<file path="src/sv/lsc_pkg.sv">
// ----------------------------------------------------------------------------
// lsc_pkg
// Outcode bits, register indexes and limits for the line segment clipper.
// ----------------------------------------------------------------------------
package lsc_pkg;

  // Outcode bits for a point outside the clip rectangle.
  localparam logic [3:0] CODE_TOP    = 4'd8;
  localparam logic [3:0] CODE_BOTTOM = 4'd4;
  localparam logic [3:0] CODE_RIGHT  = 4'd2;
  localparam logic [3:0] CODE_LEFT   = 4'd1;

  // Register indexes on the configuration port.
  localparam logic [1:0] REG_X_MIN = 2'd0;
  localparam logic [1:0] REG_Y_MIN = 2'd1;
  localparam logic [1:0] REG_X_MAX = 2'd2;
  localparam logic [1:0] REG_Y_MAX = 2'd3;

  // Clip passes allowed before a segment is rejected.
  localparam logic [3:0] MAX_PASSES = 4'd8;

endpackage

</file>
<file path="src/sv/lsc_muldiv.sv">
// ----------------------------------------------------------------------------
// lsc_muldiv
// Bit-serial unit for floor(m * a / d) with a <= d, one bit of m per cycle.
// ----------------------------------------------------------------------------
module lsc_muldiv #(
  parameter int W = 16
) (
  input  logic         clk,
  input  logic         rst,
  input  logic         go,
  input  logic [W-1:0] m,
  input  logic [W-1:0] a,
  input  logic [W-1:0] d,
  output logic         done,
  output logic [W-1:0] q
);

  localparam int CW = (W > 1) ? $clog2(W) : 1;

  logic          running;
  logic [CW-1:0] bit_idx;
  logic [W-1:0]  m_reg;
  logic [W-1:0]  a_reg;
  logic [W-1:0]  d_reg;
  logic [W:0]    r;
  logic [W:0]    r_next;
  logic [W-1:0]  q_next;
  logic [W:0]    r_shift;
  logic [W-1:0]  q_shift;

  // One step: shift in a zero, reduce, add a when this bit of m is set, reduce.
  always_comb begin
    r_shift = {r[W-1:0], 1'b0};
    q_shift = {q[W-2:0], 1'b0};
    if (r_shift >= {1'b0, d_reg}) begin
      r_shift = r_shift - {1'b0, d_reg};
      q_shift = q_shift + W'(1);
    end
    r_next = r_shift;
    q_next = q_shift;
    if (m_reg[bit_idx]) begin
      r_next = r_shift + {1'b0, a_reg};
      if (r_next >= {1'b0, d_reg}) begin
        r_next = r_next - {1'b0, d_reg};
        q_next = q_shift + W'(1);
      end
    end
  end

  // Sequencing of the bit steps, most significant bit first.
  always_ff @(posedge clk) begin
    if (rst) begin
      running <= 1'b0;
      done    <= 1'b0;
    end else begin
      done <= 1'b0;
      if (go && !running) begin
        running <= 1'b1;
        bit_idx <= CW'(W - 1);
        m_reg   <= m;
        a_reg   <= a;
        d_reg   <= d;
        r       <= '0;
        q       <= '0;
      end else if (running) begin
        r <= r_next;
        q <= q_next;
        if (bit_idx == '0) begin
          running <= 1'b0;
          done    <= 1'b1;
        end else begin
          bit_idx <= bit_idx - CW'(1);
        end
      end
    end
  end

endmodule

</file>
<file path="src/sv/line_segment_clipper.sv">
// ----------------------------------------------------------------------------
// line_segment_clipper
// Cohen-Sutherland clipping of one segment against a configured rectangle.
// ----------------------------------------------------------------------------
//  channel   | handshake              | payload
//  ----------+------------------------+------------------------------------
//  command   | start, busy            | start_x, start_y, end_x, end_y
//  result    | done (one-cycle)       | accepted, clipped_* coordinates
//  config    | psel, penable, pwrite  | paddr, pwdata, prdata (pready high)
//
// A transaction takes a decision step for each pass, a run of the shared
// bit-serial multiply-divide unit for each edge crossing, and a step to post
// the result. The divide unit steps one bit of the slope product a cycle.
// Reset is synchronous and restores the default rectangle.
// The receiver cannot stall; each result is shown for exactly one cycle.
// ----------------------------------------------------------------------------
module line_segment_clipper #(
  parameter int COORD_WIDTH = 16
) (
  input  logic                          clk,
  input  logic                          rst,
  input  logic                          start,
  output logic                          busy,
  input  logic signed [COORD_WIDTH-1:0] start_x,
  input  logic signed [COORD_WIDTH-1:0] start_y,
  input  logic signed [COORD_WIDTH-1:0] end_x,
  input  logic signed [COORD_WIDTH-1:0] end_y,
  output logic                          done,
  output logic                          accepted,
  output logic signed [COORD_WIDTH-1:0] clipped_start_x,
  output logic signed [COORD_WIDTH-1:0] clipped_start_y,
  output logic signed [COORD_WIDTH-1:0] clipped_end_x,
  output logic signed [COORD_WIDTH-1:0] clipped_end_y,
  input  logic                          psel,
  input  logic                          penable,
  input  logic                          pwrite,
  input  logic [3:0]                    paddr,
  input  logic [31:0]                   pwdata,
  output logic [31:0]                   prdata,
  output logic                          pready
);

  import lsc_pkg::*;

  localparam int W = COORD_WIDTH;

  localparam logic [1:0] ST_IDLE   = 2'd0;
  localparam logic [1:0] ST_DECIDE = 2'd1;
  localparam logic [1:0] ST_DIVIDE = 2'd2;

  logic [1:0] state;

  logic signed [W-1:0] x_min, y_min, x_max, y_max;
  logic signed [W-1:0] x1, y1, x2, y2;
  logic [3:0]          pass_cnt;

  // Saved context of the crossing under way.
  logic                move_start;
  logic                move_y_edge;
  logic                neg;
  logic signed [W-1:0] t_base;
  logic signed [W-1:0] edge_val;

  // Configuration port.
  assign pready = 1'b1;

  always_comb begin
    case (paddr[3:2])
      REG_X_MIN: prdata = 32'(x_min);
      REG_Y_MIN: prdata = 32'(y_min);
      REG_X_MAX: prdata = 32'(x_max);
      REG_Y_MAX: prdata = 32'(y_max);
      default:   prdata = '0;
    endcase
  end

  always_ff @(posedge clk) begin
    if (rst) begin
      x_min <= W'(32);
      y_min <= W'(48);
      x_max <= W'(128);
      y_max <= W'(96);
    end else if (psel && penable && pwrite) begin
      case (paddr[3:2])
        REG_X_MIN: x_min <= pwdata[W-1:0];
        REG_Y_MIN: y_min <= pwdata[W-1:0];
        REG_X_MAX: x_max <= pwdata[W-1:0];
        REG_Y_MAX: y_max <= pwdata[W-1:0];
        default:   ;
      endcase
    end
  end

  // Outcodes of the current endpoints; the minimum is tested first.
  logic [3:0] c1, c2, c_sel;

  always_comb begin
    c1 = '0;
    c2 = '0;
    if (x1 < x_min)      c1 = c1 | CODE_LEFT;
    else if (x1 > x_max) c1 = c1 | CODE_RIGHT;
    if (y1 < y_min)      c1 = c1 | CODE_BOTTOM;
    else if (y1 > y_max) c1 = c1 | CODE_TOP;
    if (x2 < x_min)      c2 = c2 | CODE_LEFT;
    else if (x2 > x_max) c2 = c2 | CODE_RIGHT;
    if (y2 < y_min)      c2 = c2 | CODE_BOTTOM;
    else if (y2 > y_max) c2 = c2 | CODE_TOP;
    c_sel = (c1 != '0) ? c1 : c2;
  end

  // Operands of the interpolation for the chosen edge.
  logic signed [W-1:0] t1_sel, t2_sel, s1_sel, s2_sel, edge_sel;
  logic                y_edge_sel;
  logic signed [W:0]   dt, da, dd;
  logic [W-1:0]        mag_dt, mag_a, mag_d, ua;

  always_comb begin
    y_edge_sel = 1'b1;
    t1_sel     = x1;
    t2_sel     = x2;
    s1_sel     = y1;
    s2_sel     = y2;
    edge_sel   = x_min;
    if ((c_sel & CODE_TOP) != '0) begin
      edge_sel = y_max;
    end else if ((c_sel & CODE_BOTTOM) != '0) begin
      edge_sel = y_min;
    end else begin
      y_edge_sel = 1'b0;
      t1_sel     = y1;
      t2_sel     = y2;
      s1_sel     = x1;
      s2_sel     = x2;
      edge_sel   = ((c_sel & CODE_RIGHT) != '0) ? x_max : x_min;
    end
    dt = (W+1)'(t2_sel) - (W+1)'(t1_sel);
    da = (W+1)'(edge_sel) - (W+1)'(s1_sel);
    dd = (W+1)'(s2_sel) - (W+1)'(s1_sel);
    mag_dt = dt[W] ? W'(-dt) : dt[W-1:0];
    mag_a  = da[W] ? W'(-da) : da[W-1:0];
    mag_d  = dd[W] ? W'(-dd) : dd[W-1:0];
    ua     = (mag_a > mag_d) ? mag_d : mag_a;
  end

  // Shared multiply-divide unit.
  logic         div_go;
  logic         div_done;
  logic [W-1:0] div_q;

  lsc_muldiv #(
    .W (W)
  ) u_muldiv (
    .clk  (clk),
    .rst  (rst),
    .go   (div_go),
    .m    (mag_dt),
    .a    (ua),
    .d    (mag_d),
    .done (div_done),
    .q    (div_q)
  );

  logic decide_reject, decide_accept, decide_flat;

  always_comb begin
    decide_accept = (c1 == '0) && (c2 == '0);
    decide_reject = !decide_accept && (((c1 & c2) != '0) || (pass_cnt == MAX_PASSES));
    decide_flat   = (dd == '0);
    div_go        = (state == ST_DECIDE) && !decide_accept && !decide_reject && !decide_flat;
  end

  // New coordinate of the moved endpoint.
  logic signed [W:0] t_wide;
  logic signed [W-1:0] t_new;

  always_comb begin
    t_wide = neg ? ((W+1)'(t_base) - (W+1)'(div_q)) : ((W+1)'(t_base) + (W+1)'(div_q));
    t_new  = t_wide[W-1:0];
  end

  assign busy = (state != ST_IDLE);

  // Sequencer.
  always_ff @(posedge clk) begin
    if (rst) begin
      state <= ST_IDLE;
      done  <= 1'b0;
    end else begin
      done <= 1'b0;
      case (state)
        ST_IDLE: begin
          if (start) begin
            x1       <= start_x;
            y1       <= start_y;
            x2       <= end_x;
            y2       <= end_y;
            pass_cnt <= '0;
            state    <= ST_DECIDE;
          end
        end
        ST_DECIDE: begin
          if (decide_accept || decide_reject) begin
            done            <= 1'b1;
            accepted        <= decide_accept;
            clipped_start_x <= decide_accept ? x1 : '0;
            clipped_start_y <= decide_accept ? y1 : '0;
            clipped_end_x   <= decide_accept ? x2 : '0;
            clipped_end_y   <= decide_accept ? y2 : '0;
            state           <= ST_IDLE;
          end else if (decide_flat) begin
            // Zero span: the interpolated coordinate keeps its start value.
            pass_cnt <= pass_cnt + 4'd1;
            if (c1 != '0) begin
              if (y_edge_sel) begin x1 <= t1_sel; y1 <= edge_sel; end
              else            begin y1 <= t1_sel; x1 <= edge_sel; end
            end else begin
              if (y_edge_sel) begin x2 <= t1_sel; y2 <= edge_sel; end
              else            begin y2 <= t1_sel; x2 <= edge_sel; end
            end
          end else begin
            move_start  <= (c1 != '0);
            move_y_edge <= y_edge_sel;
            neg         <= dt[W] ^ da[W] ^ dd[W];
            t_base      <= t1_sel;
            edge_val    <= edge_sel;
            state       <= ST_DIVIDE;
          end
        end
        ST_DIVIDE: begin
          if (div_done) begin
            pass_cnt <= pass_cnt + 4'd1;
            if (move_start) begin
              if (move_y_edge) begin x1 <= t_new; y1 <= edge_val; end
              else             begin y1 <= t_new; x1 <= edge_val; end
            end else begin
              if (move_y_edge) begin x2 <= t_new; y2 <= edge_val; end
              else             begin y2 <= t_new; x2 <= edge_val; end
            end
            state <= ST_DECIDE;
          end
        end
        default: state <= ST_IDLE;
      endcase
    end
  end

endmodule

</file>
<file path="config.mk">
export PLATFORM = sky130hd
export DESIGN_NAME = line_segment_clipper
export DESIGN_NICKNAME = d
export VERILOG_FILES = /design/src/sv/lsc_pkg.sv /design/src/sv/lsc_muldiv.sv /design/src/sv/line_segment_clipper.sv
export SDC_FILE = /design/constraint.sdc
export NUM_CORES = 1
export LEC_CHECK = 0
export ABC_AREA = 1
export BUFFER_PORTS_ARGS = -buffer_cell sky130_fd_sc_hd__buf_2
export CORE_MARGIN = 3
export CORE_UTILIZATION = 49
export CTS_CLUSTER_DIAMETER = 120
export DETAILED_ROUTE_END_ITERATION = 10
export PLACE_DENSITY = 0.67
export SETUP_SLACK_MARGIN = 0.2
export SLEW_MARGIN = 20
export SYNTH_ARGS = -nofsm -noshare
export SYNTH_HDL_FRONTEND = slang
export SYNTH_SLANG_ARGS = --single-unit
</file>
<file path="constraint.sdc">
create_clock -name clk -period 11.9 [get_ports clk]
set_clock_uncertainty 0.15 [all_clocks]
set_input_delay 0.595 -clock clk [delete_from_list [all_inputs] [get_ports clk]]
set_output_delay 0.595 -clock clk [all_outputs]
set_load 0.1 [all_outputs]
</file>
Word-level counts from Yosys, hierarchy flattened
Cells that the tools add are included.
- register bits after elaboration: 321
- output and inout bits: 100
- muxes and demuxes: 87
- reduce and logical (&&, ||, !) cells: 40
- magnitude comparators: 12
- bitwise logic cells: 8
- add/sub/neg operators: 15
- equal/unequal tests: 16
- operators with widths (operator ; number):
    16-bit two-way mux ; 51
    16-bit one-hot mux with 3 select lines ; 4
    32-bit one-hot mux with 4 select lines ; 1
    16-bit greater-than comparator ; 5
    16-bit < comparator ; 4
    16-bit by 16-bit subtractor with 17-bit output ; 3
    16-bit negator ; 3
    4-bit two-way mux ; 11
    17-bit by 16-bit greater-or-equal comparator with 1-bit output ; 2
    16-bit by 1-bit adder with 16-bit output, second input constant ; 2
    16-bit subtractor ; 2
    17-bit by 16-bit adder with 17-bit output ; 1
    17-bit logical NOT ; 1
    17-bit two-way mux ; 1
    17-bit by 16-bit subtractor with 17-bit output ; 1
    16-bit adder ; 1
    2-bit two-way mux ; 8
    8-bit AND reduction ; 2
    4-bit logical NOT ; 3
    2-bit != test, second input constant ; 6
    4-bit one-hot mux with 3 select lines ; 1
    2-bit AND reduction ; 6
    3-bit AND reduction ; 3
    1-bit logical AND ; 8
    24 further kinds ; 48

Depth between registers and ports, before layout
- word-level depth: 16
- mapped depth: 55
- gate-level depth less buffers: 51

By module
From an unflattened synthesis, not the netlist that was laid out.
- cell total of the unflattened synthesis: 3629
- area total of the unflattened synthesis: 26482.9 sq um
- by module, submodules not included (module ; seq. area each (sq um) ; times used ; cells each ; area an instance (sq um)):
    line_segment_clipper ; 6386.1 ; 1 ; 2765 ; 19804.0
    lsc_muldiv ; 2562.5 ; 1 ; 864 ; 6678.9

Least setup slack after synthesis
Ideal clock, no wire load.
- path kind: flip-flop to flip-flop
- start point: register y1[15]
- end point: register u_muldiv.a_reg[0], enable pin
- arrival: 6.419 ns
- setup slack: 4.877 ns
- library setup time: 0.454 ns
- stages on the path, launching flop included: 33
- clock period less this slack: 7.023 ns
- data required time: 11.296 ns
- cells stage by stage: edfxtp_1 -> ha_1 -> nand2_1 -> inv_1 -> nand3_1 -> inv_1 -> a21oi_2 -> nand2_2 -> nand2_1 -> nand2_2 -> nand2_2 -> nor2_4 -> nand2_2 -> nand2_4 -> nor2_4 -> buf_6 -> buf_4 -> clkbuf_1 -> clkbuf_1 -> o21ai_0 -> ha_1 -> a21oi_1 -> o21ai_0 -> a21oi_1 -> nand3_1 -> nand2_1 -> nor2_1 -> nand3_1 -> nor2_4 -> nand3_4 -> nand3_4 -> buf_4 -> nor2_1
- cells in the longest elaborated chain, start to end: 13
- RTL lines (element ; line ; text):
    start, declared ; line_segment_clipper.sv:54 ; logic signed [W-1:0] x1, y1, x2, y2;
    start signal, assigned ; line_segment_clipper.sv:194 ; y1 <= start_y;
    start signal, assigned ; line_segment_clipper.sv:214 ; if (y_edge_sel) begin x1 <= t1_sel; y1 <= edge_sel; end
    start signal, assigned ; line_segment_clipper.sv:215 ; else begin y1 <= t1_sel; x1 <= edge_sel; end
    16-bit greater-than comparator ; line_segment_clipper.sv:103 ; else if (y1 > y_max) c1 = c1 | CODE_TOP;
    4-bit two-way mux ; line_segment_clipper.sv:103 ;
    4-bit two-way mux ; line_segment_clipper.sv:102 ; if (y1 < y_min) c1 = c1 | CODE_BOTTOM;
    4-bit nonzero test ; line_segment_clipper.sv:108 ; c_sel = (c1 != '0) ? c1 : c2;
    4-bit two-way mux ; line_segment_clipper.sv:108 ;
    16-bit two-way mux ; line_segment_clipper.sv:126 ; end else if ((c_sel & CODE_BOTTOM) != '0) begin
    16-bit two-way mux ; line_segment_clipper.sv:124 ; if ((c_sel & CODE_TOP) != '0) begin
    16-bit by 16-bit subtractor with 17-bit output ; line_segment_clipper.sv:138 ; dd = (W+1)'(s2_sel) - (W+1)'(s1_sel);
    17-bit logical NOT ; line_segment_clipper.sv:168 ; decide_flat = (dd == '0);
    1-bit logical NOT ; line_segment_clipper.sv:169 ; div_go = (state == ST_DECIDE) && !decide_accept && !decide_reject && !decide_flat;
    1-bit logical AND (*) ; line_segment_clipper.sv:169 ;
    1-bit logical AND (*) ; lsc_muldiv.sv:57 ; if (go && !running) begin
    2-bit AND reduction (no line) (*) ; - ;
    end signal, assigned ; lsc_muldiv.sv:61 ; a_reg <= a;
    end, declared ; lsc_muldiv.sv:23 ; logic [W-1:0] a_reg;
Mark *: on every way between the ends. The rest lies on a longest branch, timed or not.
A chain may end at the register's enable or synchronous reset.

Worst setup path in the final report
- start point: register x1[15]
- end point: register u_muldiv.a_reg[3] (data pin)
- cells in the longest elaborated chain, start to end: 15
- RTL lines (element ; line ; text):
    start, declared ; line_segment_clipper.sv:54 ;
    start signal, assigned ; line_segment_clipper.sv:193 ; x1 <= start_x;
    start signal, assigned ; line_segment_clipper.sv:214 ;
    start signal, assigned ; line_segment_clipper.sv:215 ;
    16-bit greater-than comparator ; line_segment_clipper.sv:101 ; else if (x1 > x_max) c1 = c1 | CODE_RIGHT;
    2-bit two-way mux ; line_segment_clipper.sv:101 ;
    2-bit two-way mux (*) ; line_segment_clipper.sv:100 ; if (x1 < x_min) c1 = c1 | CODE_LEFT;
    4-bit two-way mux ; line_segment_clipper.sv:103 ;
    4-bit two-way mux (*) ; line_segment_clipper.sv:102 ;
    4-bit nonzero test ; line_segment_clipper.sv:108 ;
    4-bit two-way mux (*) ; line_segment_clipper.sv:108 ;
    16-bit two-way mux ; line_segment_clipper.sv:134 ; edge_sel = ((c_sel & CODE_RIGHT) != '0) ? x_max : x_min;
    16-bit two-way mux ; line_segment_clipper.sv:126 ;
    16-bit two-way mux (*) ; line_segment_clipper.sv:124 ;
    named net edge_sel[0] ; line_segment_clipper.sv:112 ; logic signed [W-1:0] t1_sel, t2_sel, s1_sel, s2_sel, edge_sel;
    16-bit by 16-bit subtractor with 17-bit output (*) ; line_segment_clipper.sv:137 ; da = (W+1)'(edge_sel) - (W+1)'(s1_sel);
    16-bit negator ; line_segment_clipper.sv:140 ; mag_a = da[W] ? W'(-da) : da[W-1:0];
    16-bit two-way mux (*) ; line_segment_clipper.sv:140 ;
    16-bit greater-than comparator ; line_segment_clipper.sv:142 ; ua = (mag_a > mag_d) ? mag_d : mag_a;
    16-bit two-way mux (*) ; line_segment_clipper.sv:142 ;
    named net u_muldiv.a[3] ; lsc_muldiv.sv:12 ; input logic [W-1:0] a,
The timed path passes the listed nets; every way through them passes the cells marked *.

==> metrics <==
postcts setup bufs 0; final setup TNS 0 ns; die area 54900 µm²; Layout area overhead 10.5%; final count of hold timing violations 0; vias in the first global route 21800; buffers plus inverters on the worst setup path 7; CTS hold repair buffers 0; CP Max Fanout 20; FMAX 113 MHz; Tot GR Track Use 0.299; CP dominant cell by count nand2_1; syn_nets 3760; Post-CTS Resized 0; post-DP HPWL 65000 µm; Root Driver clkbuf_16; Sink Count 321; Max clock buf depth 3; WL per Instance 19.5 µm; ys flop type edfxtp_1; Crit. End Element register; IO Pins 206; post-synthesis cell count 3387; TritonCTS clock tree done; post-synth top area cell edfxtp_1; mapped cell area 25500 µm²; delay-heaviest family, CP simple AND/OR/NAND/NOR gates; worst skew pair latency 0.59 ns; CP arrival 8.98 ns; Yosys reg bits 321; Worst-path clk slew 0.06 ns; reg2reg setup slack 3.04 ns; slew of the pin with the lowest slew margin 1.02 ns; Final setup viols 0; fin nets 3892; library cells used by synthesis 62; Die Width 234 µm; fin util 0.549; largest net degree at the start of global routing 74; antenna-violating nets left 0; Period minus WS final 8.86 ns; DRC violations left 0; Synth async-reset ratio 0; initial antenna violation count 2; H-Tree Depth 2; Syn. warnings 0; worst hold path class primary input to register; row count 83; commonest cells in the synthesized netlist nand2_1, inv_1, o21ai_0; post-route worst setup slack 3.04 ns; Routed WL 82400 µm; post-synthesis sequential area ratio 0.350; Core Region 51400 µm²; mean post-synth cell area 7.54 µm²; status finished, final reports clean; RSZ-0062 raised after global routing false; CP max-delay cell a21oi_1; top-area cell type share of the netlist area 0.296; top-count cell post-synth nand2_1; total vias in the final route 23200; 1st-iter DRT viols 2182; CTS buffer count 39; Placer Congestion 0.998; Synth area leaders edfxtp_1, ha_1, nand2_1; Max Cap Viol 0; share of cells above drive strength 1 0.109; Starting Density 0.497; I/O Buffers 186; fill count 5067; DRT Pass-1 Iters 7; Die H 234 µm; placed cells 4158; Rel. slew slack 0.316; first-pass GRT wire length 124000 µm; post-place setup slack 3.15 ns; global route overflow 0; Setup Crit Path Kind register to register; slowest stage delay, CP 0.72 ns; Tcrit/Tclk final 0.744; crit path launch type register; DR vias/cell 5.49; number of flops mapped to enable cells by yosys 252; Final Max Slew Viols 0; CP required 12.02 ns; Finished Layout Cells 4230
kinds of logic after synthesis:
family,after synthesis,share of synthesized area
other cells,1,0.000147
flops,321,0.350
compound gates,725,0.157
xor+xnor,129,0.0448
fa+ha+maj,267,0.133
simple gates,1332,0.220
buf+inv,612,0.0958
tightest hold or removal path: stages:
cell      delay (ns)
buf_2           0.11
nand2_1         0.06
o211ai_1        0.07
layout make-up:
type | count | area (µm²) | area share
Inverter | 493 | 1850 | 0.0656
Antenna cell | 1 | 2.50 | 0.0000886
Timing Repair Buffer | 210 | 1110 | 0.0394
Clock inverter | 25 | 206 | 0.00731
Multi-Input combinational cell | 2454 | 14200 | 0.503
Sequential cell | 321 | 8950 | 0.317
Tap cell | 680 | 851 | 0.0301
Clock buffer | 46 | 1050 | 0.0374
worst paths after layout:
path                                           to             start  depth (start not counted)
worst max register to register  u_muldiv.a_reg[3]            x1[15]                         39
worst max-delay path            u_muldiv.a_reg[3]            x1[15]                         39
worst min-delay path                     y_min[4]         pwdata[4]                          3
worst min register to register   u_muldiv.running  u_muldiv.running                          2
cells in the final DEF, fill, tap and decap left out, types with 4 or more instances in the layout:
master / netlist / routed
o22ai_1: 24 / 24
o21ai_1: 8 / 8
clkinv_2: 0 / 6
o21ai_2: 5 / 6
o211ai_1: 31 / 31
a31o_2: 4 / 4
a21oi_1: 285 / 284
buf_2: 3 / 186
xor2_1: 92 / 92
nor2_2: 9 / 9
nand3_2: 4 / 4
o21bai_1: 24 / 24
nand2_1: 807 / 807
nor3_1: 30 / 30
nand3b_1: 7 / 7
ha_1: 261 / 261
inv_6: 0 / 4
nand4_1: 29 / 29
buf_4: 26 / 24
a32o_1: 7 / 7
nand2_2: 35 / 35
o21ai_0: 292 / 291
nor2_1: 238 / 233
edfxtp_1: 252 / 252
nor4_1: 7 / 7
xnor2_1: 35 / 35
dfxtp_1: 69 / 69
clkbuf_16: 0 / 41
clkbuf_1: 79 / 4
o31ai_1: 4 / 4
inv_1: 472 / 470
or2_2: 10 / 10
a21o_1: 8 / 8
nand3_1: 134 / 134
fa_1: 6 / 6
nor3b_1: 5 / 5
nor2_4: 4 / 9
inv_2: 19 / 21
o21a_1: 9 / 9
metrics by stage:
stage               instance area [µm²]  hold slack (ns)
floorplan                         25500            0.315
global placement                  27000            0.330
detailed placement                27000            0.344
CTS                               28200            0.118
global route                      28200            0.148
finish                            28200            0.132
per-layer routing:
layer,global-route usage,part of all wire,vias to the layer above
li1,-,-,11500
met1,0.400,0.42,10600
met2,0.479,0.44,931
met3,0.0446,0.083,183
met4,0.135,0.050,0
met5,0,0,-
Power is left out: the tool's default activity adds up to more than one toggle a clock period on the data nets, which glitch-free logic cannot reach.
